File: src/rtl/hrlp_pkg.sv
// hrlp_pkg: request/result payload types, error codes, parser modes and
// RFC 3986 character-class helpers for the HTTP request line parser.
// No dependencies.
package hrlp_pkg;

   typedef struct packed {
      logic [7:0] byte_in;
      logic       restart;
   } req_payload_type;

   typedef struct packed {
      logic       emit_valid;
      logic [7:0] emit_char;
      logic [1:0] emit_target;
      logic       pair_start;
      logic [1:0] method_code;
      logic       method_valid;
      logic       line_done;
      logic [2:0] error_code;
   } rsp_payload_type;

   typedef enum logic [2:0] {
      MODE_METHOD,
      MODE_PATH,
      MODE_PCT,
      MODE_KEY,
      MODE_VAL,
      MODE_VER,
      MODE_DONE
   } parse_mode_type;

   localparam logic [2:0] ERR_NONE    = 3'd0;
   localparam logic [2:0] ERR_BAD     = 3'd1;  // 400
   localparam logic [2:0] ERR_NOTIMPL = 3'd2;  // 501
   localparam logic [2:0] ERR_URILONG = 3'd3;  // 414
   localparam logic [2:0] ERR_UPGRADE = 3'd4;  // 426
   localparam logic [2:0] ERR_VERSION = 3'd5;  // 505

   localparam logic [1:0] TGT_PATH = 2'd0;
   localparam logic [1:0] TGT_KEY  = 2'd1;
   localparam logic [1:0] TGT_VAL  = 2'd2;

   localparam logic [1:0] METH_NONE   = 2'd0;
   localparam logic [1:0] METH_GET    = 2'd1;
   localparam logic [1:0] METH_POST   = 2'd2;
   localparam logic [1:0] METH_DELETE = 2'd3;

   localparam logic [7:0] CHAR_CR = 8'h0D;

   // only the leading bytes that any match can look at are kept
   localparam int MATCH_LEN = 6;   // DELETE
   localparam int MIDX_W    = 3;
   localparam int VER_LEN   = 8;   // HTTP/d.d
   localparam int VIDX_W    = 3;

   localparam logic [15:0] URI_CAP_RESET = 16'd2048;

   function automatic logic is_digit(input logic [7:0] c);
      return (c >= "0") && (c <= "9");
   endfunction

   function automatic logic is_alpha(input logic [7:0] c);
      return ((c >= "A") && (c <= "Z")) || ((c >= "a") && (c <= "z"));
   endfunction

   function automatic logic is_unreserved(input logic [7:0] c);
      return is_alpha(c) || is_digit(c) || (c == "-") || (c == ".") ||
             (c == "_") || (c == "~");
   endfunction

   function automatic logic is_subdelim(input logic [7:0] c);
      return (c == "!") || (c == "$") || (c == "&") || (c == "'") || (c == "(") ||
             (c == ")") || (c == "*") || (c == "+") || (c == ",") || (c == ";") ||
             (c == "=");
   endfunction

   function automatic logic is_path_char(input logic [7:0] c);
      return is_unreserved(c) || is_subdelim(c) || (c == ":") || (c == "@") ||
             (c == "/");
   endfunction

   function automatic logic is_query_char(input logic [7:0] c);
      return is_path_char(c) || (c == "?");
   endfunction

   function automatic logic is_hex(input logic [7:0] c);
      return is_digit(c) || ((c >= "A") && (c <= "F")) || ((c >= "a") && (c <= "f"));
   endfunction

   // value of a hex digit; letters map through the low nibble plus nine
   function automatic logic [3:0] hex_value(input logic [7:0] c);
      logic [3:0] v;
      if (is_digit(c)) begin
         v = c[3:0];
      end else begin
         v = c[3:0] + 4'd9;
      end
      return v;
   endfunction

endpackage

File: src/rtl/hrlp_if.sv
// hrlp_req_if / hrlp_rsp_if: valid/ready channels for parser requests and
// results. Depends on hrlp_pkg.
interface hrlp_req_if import hrlp_pkg::*; ();
   logic            valid;
   logic            ready;
   req_payload_type payload;

   modport source (output valid, output payload, input ready);
   modport sink   (input valid, input payload, output ready);
endinterface

interface hrlp_rsp_if import hrlp_pkg::*; ();
   logic            valid;
   logic            ready;
   rsp_payload_type payload;

   modport source (output valid, output payload, input ready);
   modport sink   (input valid, input payload, output ready);
endinterface

File: src/rtl/http_request_line_parser_unit.sv
// http_request_line_parser_unit: byte-wide HTTP request line parser top level.
// Depends on hrlp_pkg and the channel interfaces in hrlp_if.sv.
//
//   channel   dir  handshake          payload
//   req_chan  in   valid/ready        byte_in[7:0], restart
//   rsp_chan  out  valid/ready        emit/method/line_done/error_code fields
//   csr_*     in   csr_we (no ready)  csr_wdata[15:0] -> URI length limit
//
// One byte per cycle sustained while the result side is ready.
// Input register feeds one pass of parse logic that updates the parser state
// and loads the result register in the same cycle.
// Synchronous active-high reset clears all control state; length limit -> 2048.
// A stalled result holds the pipe; a request still lands in an empty input register.
module http_request_line_parser_unit import hrlp_pkg::*; #(
   parameter int METHOD_MAX   = 11,
   parameter int VERSION_MAX  = 9,
   parameter int URI_LEN_BITS = 16
) (
   input  logic          clock,
   input  logic          reset,
   hrlp_req_if.sink      req_chan,
   hrlp_rsp_if.source    rsp_chan,
   input  logic          csr_we,
   input  logic [15:0]   csr_wdata
);

   localparam int MCNT_W = $clog2(METHOD_MAX + 1);
   localparam int VCNT_W = $clog2(VERSION_MAX + 1);
   localparam int CMP_W  = (URI_LEN_BITS > 16) ? URI_LEN_BITS : 16;

   // pipeline registers
   logic            req_valid_ff;
   req_payload_type req_ff;
   logic            rsp_valid_ff;
   rsp_payload_type rsp_ff;
   rsp_payload_type rsp_in;
   logic            advance;
   logic            fire;

   // parser state
   logic [15:0]             len_cap_ff;
   parse_mode_type          mode_ff, mode_in;
   logic [MCNT_W-1:0]       mcount_ff, mcount_in;
   logic [VCNT_W-1:0]       vcount_ff, vcount_in;
   logic [3:0]              hex_hi_ff, hex_hi_in;
   logic                    hex_one_ff, hex_one_in;
   logic [URI_LEN_BITS-1:0] uri_ff, uri_in;
   logic                    keyne_ff, keyne_in;
   logic [2:0]              err_ff, err_in;
   logic [7:0]              method_ff [MATCH_LEN];
   logic [7:0]              version_ff [VER_LEN];

   logic                    mwr, vwr;

   // state as seen by this byte (restart applied)
   parse_mode_type          cur_mode;
   logic [MCNT_W-1:0]       cur_mcount;
   logic [VCNT_W-1:0]       cur_vcount;
   logic [3:0]              cur_hex_hi;
   logic                    cur_hex_one;
   logic [URI_LEN_BITS-1:0] cur_uri;
   logic                    cur_keyne;
   logic [2:0]              cur_err;

   logic [7:0]              c;
   logic [URI_LEN_BITS-1:0] uri_bumped;
   logic                    uri_over;
   logic                    m_get, m_post, m_delete;
   logic [2:0]              step_err;

   function automatic logic [2:0] version_check(input logic [7:0] v [VER_LEN],
                                                input logic is6, input logic is8);
      logic [2:0] e;
      if (!is6 && !is8) begin
         e = ERR_BAD;
      end else if (v[0] != "H" || v[1] != "T" || v[2] != "T" || v[3] != "P" ||
                   v[4] != "/") begin
         e = ERR_BAD;
      end else if (!is_digit(v[5]) || (is8 && (v[6] != "." || !is_digit(v[7])))) begin
         e = ERR_BAD;
      end else if (is6) begin
         e = (v[5] <= "1") ? ERR_UPGRADE : ERR_VERSION;
      end else if (v[5] < "1") begin
         e = ERR_UPGRADE;
      end else if (v[5] > "1") begin
         e = ERR_VERSION;
      end else if (v[7] < "1") begin
         e = ERR_UPGRADE;
      end else if (v[7] > "1") begin
         e = ERR_VERSION;
      end else begin
         e = ERR_NONE;
      end
      return e;
   endfunction

   assign advance        = !rsp_valid_ff || rsp_chan.ready;
   assign fire           = req_valid_ff && advance;
   assign req_chan.ready = !req_valid_ff || advance;
   assign rsp_chan.valid = rsp_valid_ff;
   assign rsp_chan.payload = rsp_ff;

   assign c           = req_ff.byte_in;
   assign cur_mode    = req_ff.restart ? MODE_METHOD : mode_ff;
   assign cur_mcount  = req_ff.restart ? '0 : mcount_ff;
   assign cur_vcount  = req_ff.restart ? '0 : vcount_ff;
   assign cur_hex_hi  = req_ff.restart ? 4'd0 : hex_hi_ff;
   assign cur_hex_one = req_ff.restart ? 1'b0 : hex_one_ff;
   assign cur_uri     = req_ff.restart ? '0 : uri_ff;
   assign cur_keyne   = req_ff.restart ? 1'b0 : keyne_ff;
   assign cur_err     = req_ff.restart ? ERR_NONE : err_ff;

   assign uri_bumped = (&cur_uri) ? cur_uri : cur_uri + 1'b1;
   assign uri_over   = CMP_W'(cur_uri) > CMP_W'(len_cap_ff);

   assign m_get    = (cur_mcount == MCNT_W'(3)) && method_ff[0] == "G" &&
                     method_ff[1] == "E" && method_ff[2] == "T";
   assign m_post   = (cur_mcount == MCNT_W'(4)) && method_ff[0] == "P" &&
                     method_ff[1] == "O" && method_ff[2] == "S" && method_ff[3] == "T";
   assign m_delete = (cur_mcount == MCNT_W'(6)) && method_ff[0] == "D" &&
                     method_ff[1] == "E" && method_ff[2] == "L" && method_ff[3] == "E" &&
                     method_ff[4] == "T" && method_ff[5] == "E";

   always_comb begin
      mode_in    = cur_mode;
      mcount_in  = cur_mcount;
      vcount_in  = cur_vcount;
      hex_hi_in  = cur_hex_hi;
      hex_one_in = cur_hex_one;
      uri_in     = cur_uri;
      keyne_in   = cur_keyne;
      mwr        = 1'b0;
      vwr        = 1'b0;
      step_err   = ERR_NONE;
      rsp_in     = '0;

      if (cur_err == ERR_NONE) begin
         unique case (cur_mode)
            MODE_METHOD: begin
               if (c == " ") begin
                  priority if (m_get) begin
                     rsp_in.method_code = METH_GET;
                  end else if (m_post) begin
                     rsp_in.method_code = METH_POST;
                  end else if (m_delete) begin
                     rsp_in.method_code = METH_DELETE;
                  end else begin
                     step_err = ERR_NOTIMPL;
                  end
                  rsp_in.method_valid = 1'b1;
                  mcount_in = '0;
                  mode_in   = MODE_PATH;
               end else if (!is_unreserved(c) || cur_mcount >= MCNT_W'(METHOD_MAX)) begin
                  step_err = ERR_BAD;
               end else begin
                  mwr       = cur_mcount < MCNT_W'(MATCH_LEN);
                  mcount_in = cur_mcount + 1'b1;
               end
            end
            MODE_PATH: begin
               if (c == "?") begin
                  uri_in            = uri_bumped;
                  rsp_in.pair_start = 1'b1;
                  keyne_in          = 1'b0;
                  mode_in           = MODE_KEY;
               end else if (c == " ") begin
                  mode_in = MODE_VER;
                  if (uri_over) step_err = ERR_URILONG;
               end else if (c == "%") begin
                  mode_in = MODE_PCT;
               end else if (!is_path_char(c)) begin
                  step_err = ERR_BAD;
               end else begin
                  rsp_in.emit_valid  = 1'b1;
                  rsp_in.emit_char   = c;
                  rsp_in.emit_target = TGT_PATH;
                  uri_in             = uri_bumped;
               end
            end
            MODE_PCT: begin
               if (!is_hex(c)) begin
                  step_err = ERR_BAD;
               end else if (!cur_hex_one) begin
                  hex_hi_in  = hex_value(c);
                  hex_one_in = 1'b1;
               end else begin
                  rsp_in.emit_valid  = 1'b1;
                  rsp_in.emit_char   = {cur_hex_hi, hex_value(c)};
                  rsp_in.emit_target = TGT_PATH;
                  hex_one_in         = 1'b0;
                  hex_hi_in          = 4'd0;
                  uri_in             = uri_bumped;
                  mode_in            = MODE_PATH;
               end
            end
            MODE_KEY: begin
               if (c == "=") begin
                  uri_in = uri_bumped;
                  if (!cur_keyne) step_err = ERR_BAD;
                  else mode_in = MODE_VAL;
               end else if (!is_query_char(c)) begin
                  step_err = ERR_BAD;
               end else begin
                  rsp_in.emit_valid  = 1'b1;
                  rsp_in.emit_char   = c;
                  rsp_in.emit_target = TGT_KEY;
                  keyne_in           = 1'b1;
                  uri_in             = uri_bumped;
               end
            end
            MODE_VAL: begin
               if (c == " ") begin
                  mode_in = MODE_VER;
                  if (uri_over) step_err = ERR_URILONG;
               end else if (c == "&") begin
                  uri_in            = uri_bumped;
                  rsp_in.pair_start = 1'b1;
                  keyne_in          = 1'b0;
                  mode_in           = MODE_KEY;
               end else if (!is_query_char(c)) begin
                  step_err = ERR_BAD;
               end else begin
                  rsp_in.emit_valid  = 1'b1;
                  rsp_in.emit_char   = c;
                  rsp_in.emit_target = TGT_VAL;
                  uri_in             = uri_bumped;
               end
            end
            MODE_VER: begin
               if (c == CHAR_CR) begin
                  mode_in  = MODE_DONE;
                  step_err = version_check(version_ff, cur_vcount == VCNT_W'(6),
                                           cur_vcount == VCNT_W'(8));
                  rsp_in.line_done = 1'b1;
               end else if (cur_vcount >= VCNT_W'(VERSION_MAX)) begin
                  step_err = ERR_BAD;
               end else begin
                  vwr       = cur_vcount < VCNT_W'(VER_LEN);
                  vcount_in = cur_vcount + 1'b1;
               end
            end
            MODE_DONE: begin
            end
            default: begin
            end
         endcase
      end

      // an erroring byte reports the error code alone
      if (step_err != ERR_NONE) begin
         rsp_in = '0;
      end
      err_in = (step_err != ERR_NONE) ? step_err : cur_err;
      rsp_in.error_code = err_in;
   end

   always_ff @(posedge clock) begin
      if (reset) begin
         req_valid_ff <= 1'b0;
         rsp_valid_ff <= 1'b0;
         len_cap_ff   <= URI_CAP_RESET;
         mode_ff      <= MODE_METHOD;
         mcount_ff    <= '0;
         vcount_ff    <= '0;
         hex_hi_ff    <= 4'd0;
         hex_one_ff   <= 1'b0;
         uri_ff       <= '0;
         keyne_ff     <= 1'b0;
         err_ff       <= ERR_NONE;
      end else begin
         if (csr_we) len_cap_ff <= csr_wdata;
         if (req_chan.ready) req_valid_ff <= req_chan.valid;
         if (advance) rsp_valid_ff <= req_valid_ff;
         if (fire) begin
            mode_ff    <= mode_in;
            mcount_ff  <= mcount_in;
            vcount_ff  <= vcount_in;
            hex_hi_ff  <= hex_hi_in;
            hex_one_ff <= hex_one_in;
            uri_ff     <= uri_in;
            keyne_ff   <= keyne_in;
            err_ff     <= err_in;
         end
      end
   end

   always_ff @(posedge clock) begin
      if (req_chan.ready && req_chan.valid) req_ff <= req_chan.payload;
      if (fire) rsp_ff <= rsp_in;
      if (fire && mwr) method_ff[cur_mcount[MIDX_W-1:0]] <= c;
      if (fire && vwr) version_ff[cur_vcount[VIDX_W-1:0]] <= c;
   end

   // a latched error only clears through restart
   a_err_sticky: assert property (@(posedge clock) disable iff (reset)
      (err_ff != ERR_NONE && !(fire && req_ff.restart)) |=> err_ff == $past(err_ff))
      else $error("latched error changed without restart");

   a_method_code: assert property (@(posedge clock) disable iff (reset)
      (rsp_valid_ff && rsp_ff.method_valid) |-> rsp_ff.method_code != METH_NONE)
      else $error("method_valid without a recognised method");

   a_emit_clean: assert property (@(posedge clock) disable iff (reset)
      (rsp_valid_ff && (rsp_ff.emit_valid || rsp_ff.line_done)) |->
         rsp_ff.error_code == ERR_NONE)
      else $error("character or line end reported alongside an error");

   a_hex_mode: assert property (@(posedge clock) disable iff (reset)
      hex_one_ff |-> (mode_ff == MODE_PCT || err_ff != ERR_NONE))
      else $error("half a percent escape outside escape mode");

   a_uri_method: assert property (@(posedge clock) disable iff (reset)
      (mode_ff == MODE_METHOD) |-> uri_ff == '0)
      else $error("URI length counted during the method token");

endmodule

File: src/flat_wrapper.sv
// flat-port wrapper written by rule: the top's interface ports become plain ports
module http_request_line_parser_unit_flat import hrlp_pkg::*;
#(
   parameter int METHOD_MAX   = 11,
   parameter int VERSION_MAX  = 9,
   parameter int URI_LEN_BITS = 16
)
  (clock, reset, csr_we, csr_wdata, req_chan_valid, req_chan_payload, req_chan_ready, rsp_chan_valid, rsp_chan_payload, rsp_chan_ready);
  hrlp_req_if req_chan_i ();
  hrlp_rsp_if rsp_chan_i ();
  input  logic clock;
  input  logic reset;
  input  logic csr_we;
  input  logic [15:0] csr_wdata;
  input wire logic [$bits(req_chan_i.valid)-1:0] req_chan_valid;
  input wire logic [$bits(req_chan_i.payload)-1:0] req_chan_payload;
  output wire logic [$bits(req_chan_i.ready)-1:0] req_chan_ready;
  output wire logic [$bits(rsp_chan_i.valid)-1:0] rsp_chan_valid;
  output wire logic [$bits(rsp_chan_i.payload)-1:0] rsp_chan_payload;
  input wire logic [$bits(rsp_chan_i.ready)-1:0] rsp_chan_ready;
  assign req_chan_i.valid = req_chan_valid;
  assign req_chan_i.payload = req_chan_payload;
  assign req_chan_ready = req_chan_i.ready;
  assign rsp_chan_valid = rsp_chan_i.valid;
  assign rsp_chan_payload = rsp_chan_i.payload;
  assign rsp_chan_i.ready = rsp_chan_ready;
  http_request_line_parser_unit #(.METHOD_MAX(METHOD_MAX), .VERSION_MAX(VERSION_MAX), .URI_LEN_BITS(URI_LEN_BITS)) u_core (.clock(clock), .reset(reset), .req_chan(req_chan_i), .rsp_chan(rsp_chan_i), .csr_we(csr_we), .csr_wdata(csr_wdata));
endmodule
File: config.mk
export PLATFORM = sky130hd
export DESIGN_NAME = http_request_line_parser_unit_flat
export DESIGN_NICKNAME = d
export VERILOG_FILES = /design/src/rtl/hrlp_pkg.sv /design/src/rtl/hrlp_if.sv /design/src/rtl/http_request_line_parser_unit.sv /design/src/flat_wrapper.sv
export SDC_FILE = /design/constraint.sdc
export NUM_CORES = 1
export LEC_CHECK = 0
export BUFFER_PORTS_ARGS = -buffer_cell sky130_fd_sc_hd__buf_2
export CAP_MARGIN = 20
export CORE_ASPECT_RATIO = 0.9
export CORE_UTILIZATION = 35
export DETAILED_ROUTE_END_ITERATION = 8
export GPL_ROUTABILITY_DRIVEN = 1
export PLACE_DENSITY = 0.58
export SYNTH_ARGS = -nofsm -noshare
export SYNTH_HDL_FRONTEND = slang
export SYNTH_SLANG_ARGS = --single-unit
File: constraint.sdc
create_clock -name clock -period 4.2 [get_ports clock]
set_clock_uncertainty 0.05 [all_clocks]
set_input_delay 0.21 -clock clock [delete_from_list [all_inputs] [get_ports clock]]
set_output_delay 0.21 -clock clock [all_outputs]
set_load 0.05 [all_outputs]
==> impl_table.tex <==
\begin{tabular}{lr}
\hline
Metric & Value \\
\hline
\multicolumn{2}{l}{\textbf{Logic synthesis}} \\
List of most frequent post-synthesis cells & 140 x sky130\_fd\_sc\_hd\_\_edfxtp\_1, 108 x sky130\_fd\_sc\_hd\_\_nor2\_1, 93 x sky130\_fd\_sc\_hd\_\_nand2\_1 \\
Seq/Total Area, Yosys & 0.515 \\
Number of warning messages in the yosys log & 0 \\
Biggest area contributors in the synthesized netlist & sky130\_fd\_sc\_hd\_\_edfxtp\_1 41\%, sky130\_fd\_sc\_hd\_\_dfxtp\_1 11\%, sky130\_fd\_sc\_hd\_\_nor2\_1 3.9\% \\
Gate Count Post-Synth & 1020 \\
Top cell type's share of synthesized area & 0.410 \\
Post-synthesis cell area & 10300 µm² \\
Cell taking the most area after synthesis & sky130\_fd\_sc\_hd\_\_edfxtp\_1 \\
Synthesis-stage register bit count & between 150 and 200 \\
Flip-flop cell with the highest count after synthesis & sky130\_fd\_sc\_hd\_\_edfxtp\_1 \\
Number of nets in the synthesized netlist & 1080 \\
Post-synthesis area per instance & 10.1 µm² \\
EDFF count, synth & 140 \\
Most frequent cell after synthesis & sky130\_fd\_sc\_hd\_\_edfxtp\_1 \\
Post-synthesis cell type count & 84 \\
Async set-or-reset flop fraction in the synthesized netlist & 0 \\
\multicolumn{2}{l}{\textbf{Layout}} \\
Diode insertion count for antenna repair & 0 \\
Post-Route Utilization & 0.415 \\
Fraction of final layout cells with drive strength greater than 1 & 0.139 \\
Total Nets Final & 1172 \\
Fillers & 2763 \\
Synth-to-Final Area Change & 16.7\% \\
\multicolumn{2}{l}{\textbf{Clock tree}} \\
Clock H-tree levels & 4 \\
Clock insertion delay at the later pin of the skew report & approximately 450 ps \\
Clock-pin slew of the registers on the worst-case setup and hold paths & 80 ps \\
Total of cells resized after clock tree synthesis & 0 \\
TritonCTS buffer count & 17 \\
Clock tree from TritonCTS & yes \\
Cell chosen for the clock root & sky130\_fd\_sc\_hd\_\_clkbuf\_16 \\
Clock sink total & 194 \\
Clk buf depth & 2 \\
\multicolumn{2}{l}{\textbf{Outcome}} \\
Outcome & finished, final reports clean \\
\multicolumn{2}{l}{\textbf{Global routing}} \\
Met1 track demand over resource in global routing & 0.305 \\
Antenna violations before repair & 1 \\
Congestion Overflow GR & 0 \\
Global-route wire length before repair & roughly 46000 µm \\
Global-route met2 utilization & 0.290 \\
Number of global-route vias before repair & 7918 \\
GRT Resource Usage Total & 0.200 \\
Most used routing layer in global routing & met1 \\
Maximum number of pins on one net before global-route repair & 31 \\
Met3 demand-to-capacity share in global routing & 0.0362 \\
\multicolumn{2}{l}{\textbf{Detailed routing}} \\
Total DRC errors in the routed layout & 0 \\
Routed vias/inst & 5.66 \\
Antenna Violating Nets Remaining & 0 \\
Vias & 8601 \\
Final WL & approximately 30000 µm \\
Mean routed wirelength per cell & 19.5 µm \\
Iteration-0 DRC Markers & 980 \\
Number of detailed-routing iterations run before antenna repair & 6 \\
\multicolumn{2}{l}{\textbf{STA}} \\
Unrepaired setup endpoints after global routing & false \\
Transition at the pin with the smallest max-transition slack & roughly 1100 ps \\
Highest Clock Rate & 0.255 GHz \\
Period utilization & 0.935 \\
Count of endpoints failing hold in the final timing report & 0 \\
Final Critical Period & roughly 3900 ps \\
Post-route worst hold slack & 22.5 ps \\
Worst-case headroom to the max-slew limit & 0.234 \\
Count of final setup violators & 0 \\
Final Slew Violations & 0 \\
Final TNS setup & 0 ps \\
\multicolumn{2}{l}{\textbf{Setup path}} \\
CP Capture Type & flip-flop \\
Worst setup path category & reg2reg \\
Endpoint required time on the critical path & approximately 4300 ps \\
Critical path launch point type & flip-flop \\
Arrival time reported for the critical path endpoint & 4060 ps \\
Critical path peak fanout & 9 \\
\multicolumn{2}{l}{\textbf{Placed design}} \\
Detailed placer's ending HPWL & 20500 µm \\
GPL Wtd Cong & a little over 0.9 \\
IO buf count & 50 \\
\multicolumn{2}{l}{\textbf{Die}} \\
DIE AREA & 30000 µm² \\
Placeable core region & 28900 µm² \\
\# rows & 59 \\
Height of the die & 164 µm \\
Width of the die & 183 µm \\
Count of pins on the block boundary & 51 \\
Starting Density & 0.356 \\
\multicolumn{2}{l}{\textbf{Power and ir drop}} \\
Ratio of total power to cell area & 342 nW/µm² \\
Leakage dissipation & roughly 4.1 nW \\
Largest voltage drop on the vdd net & 0.287 mV \\
\multicolumn{2}{l}{\textbf{Flow run}} \\
Max capacitance violation total & 0 \\
\multicolumn{2}{l}{\textbf{Min path}} \\
Worst hold path type & in2reg \\
\hline
\end{tabular}
area by class of cell:
class                   instances  area, µm²  share of cell area
flip-flops and latches        194       5290               0.441
inverters                      40        150              0.0125
multi-input cells             731       4590               0.383
clock buffers                  17        425              0.0355
clock inverters                14        140              0.0117
well taps                     396        495              0.0413
repair buffers                128        901              0.0752
worst paths after layout:
path,startpoint,endpoint,slack [ps],depth (start not counted)
setup / recovery,u_core.c[1],u_core.rsp_chan.payload[0],270,10
hold / removal,rsp_chan_ready,u_core.rsp_chan.valid,20,4
setup reg to reg,u_core.c[1],u_core.rsp_chan.payload[0],270,10
hold reg to reg,u_core.uri_ff[13],u_core.uri_ff[13],420,2
state kept, by name, summed over array words and instances, names as in the netlist, 4 cells and up:
signal / flops
u_core.method_ff: 48
u_core.c: 8
u_core.vcount_ff: 4
u_core.mcount_ff: 4
u_core.rsp_chan.payload: 19
u_core.hex_hi_ff: 4
u_core.version_ff: 64
u_core.uri_ff: 16
u_core.len_cap_ff: 16
critical path: stages, from the launching register on:
cell and delay, ps:
sky130_fd_sc_hd__edfxtp_1 520, sky130_fd_sc_hd__inv_1 130, sky130_fd_sc_hd__ha_1 360, sky130_fd_sc_hd__nand4b_1 180
sky130_fd_sc_hd__or4_1 520, sky130_fd_sc_hd__a2111oi_1 720, sky130_fd_sc_hd__a21oi_1 130, sky130_fd_sc_hd__a221o_1 330
sky130_fd_sc_hd__nor4_1 420, sky130_fd_sc_hd__nor2_1 130, sky130_fd_sc_hd__a21o_1 180
per-layer routing:
layer | wire length (µm) | vias up
li1 | - | 4018
met1 | 14000 | 4114
met2 | 12300 | 428
met3 | 2790 | 39
met4 | 470 | 2
met5 | 10 | -
cells by family after synthesis:
family / synth area share
muxes: 0.0206
AOI/OAI and AO/OA: 0.154
DFF: 0.515
and+or+nand+nor: 0.211
xor gates and xnor gates: 0.0239
adders and majority gates: 0.0366
buffers and inverters: 0.0383
through the flow:
stage / power, mW / cells / setup slack [ps] / instance area, µm²
after floorplan: 2.40 / 1020 / 400 / 10300
after global placement: 2.53 / 1462 / 398 / 11200
after detailed placement: 2.53 / 1462 / 442 / 11200
after CTS: 4.13 / 1519 / 415 / 12000
after global routing: 4.23 / 1520 / 235 / 12000
final: 4.10 / 1520 / 273 / 12000
cell usage in the layout (no fill, tap or decap), types with 23 or more instances in the layout:
master                          Yosys  layout
sky130_fd_sc_hd__nor2b_1           23      23
sky130_fd_sc_hd__nand2_1           93      93
sky130_fd_sc_hd__a21oi_1           66      66
sky130_fd_sc_hd__dfxtp_1           54      54
sky130_fd_sc_hd__buf_4              4      51
sky130_fd_sc_hd__nor3_1            45      45
sky130_fd_sc_hd__buf_2             11      50
sky130_fd_sc_hd__inv_1             39      39
sky130_fd_sc_hd__nor2_1           108     108
sky130_fd_sc_hd__edfxtp_1         140     140
sky130_fd_sc_hd__ha_1              30      30
sky130_fd_sc_hd__dlygate4sd3_1      0      26
sky130_fd_sc_hd__xnor2_1           23      23
sky130_fd_sc_hd__o21ai_0           46      46
power breakdown:
part / switching, mW / total [mW] / internal (mW)
registers: 0.0399 / 2.12 / 2.08
logic: 0.260 / 0.395 / 0.135
clock network: 0.797 / 1.59 / 0.788
total: 1.10 / 4.10 / 3.00
repair_timing:
action	CTS	global route
buffers inserted	0	0
hold buffers	26	0
endpoints found under the hold margin	26	0
Note: power is estimated with default switching activity, not from simulation.
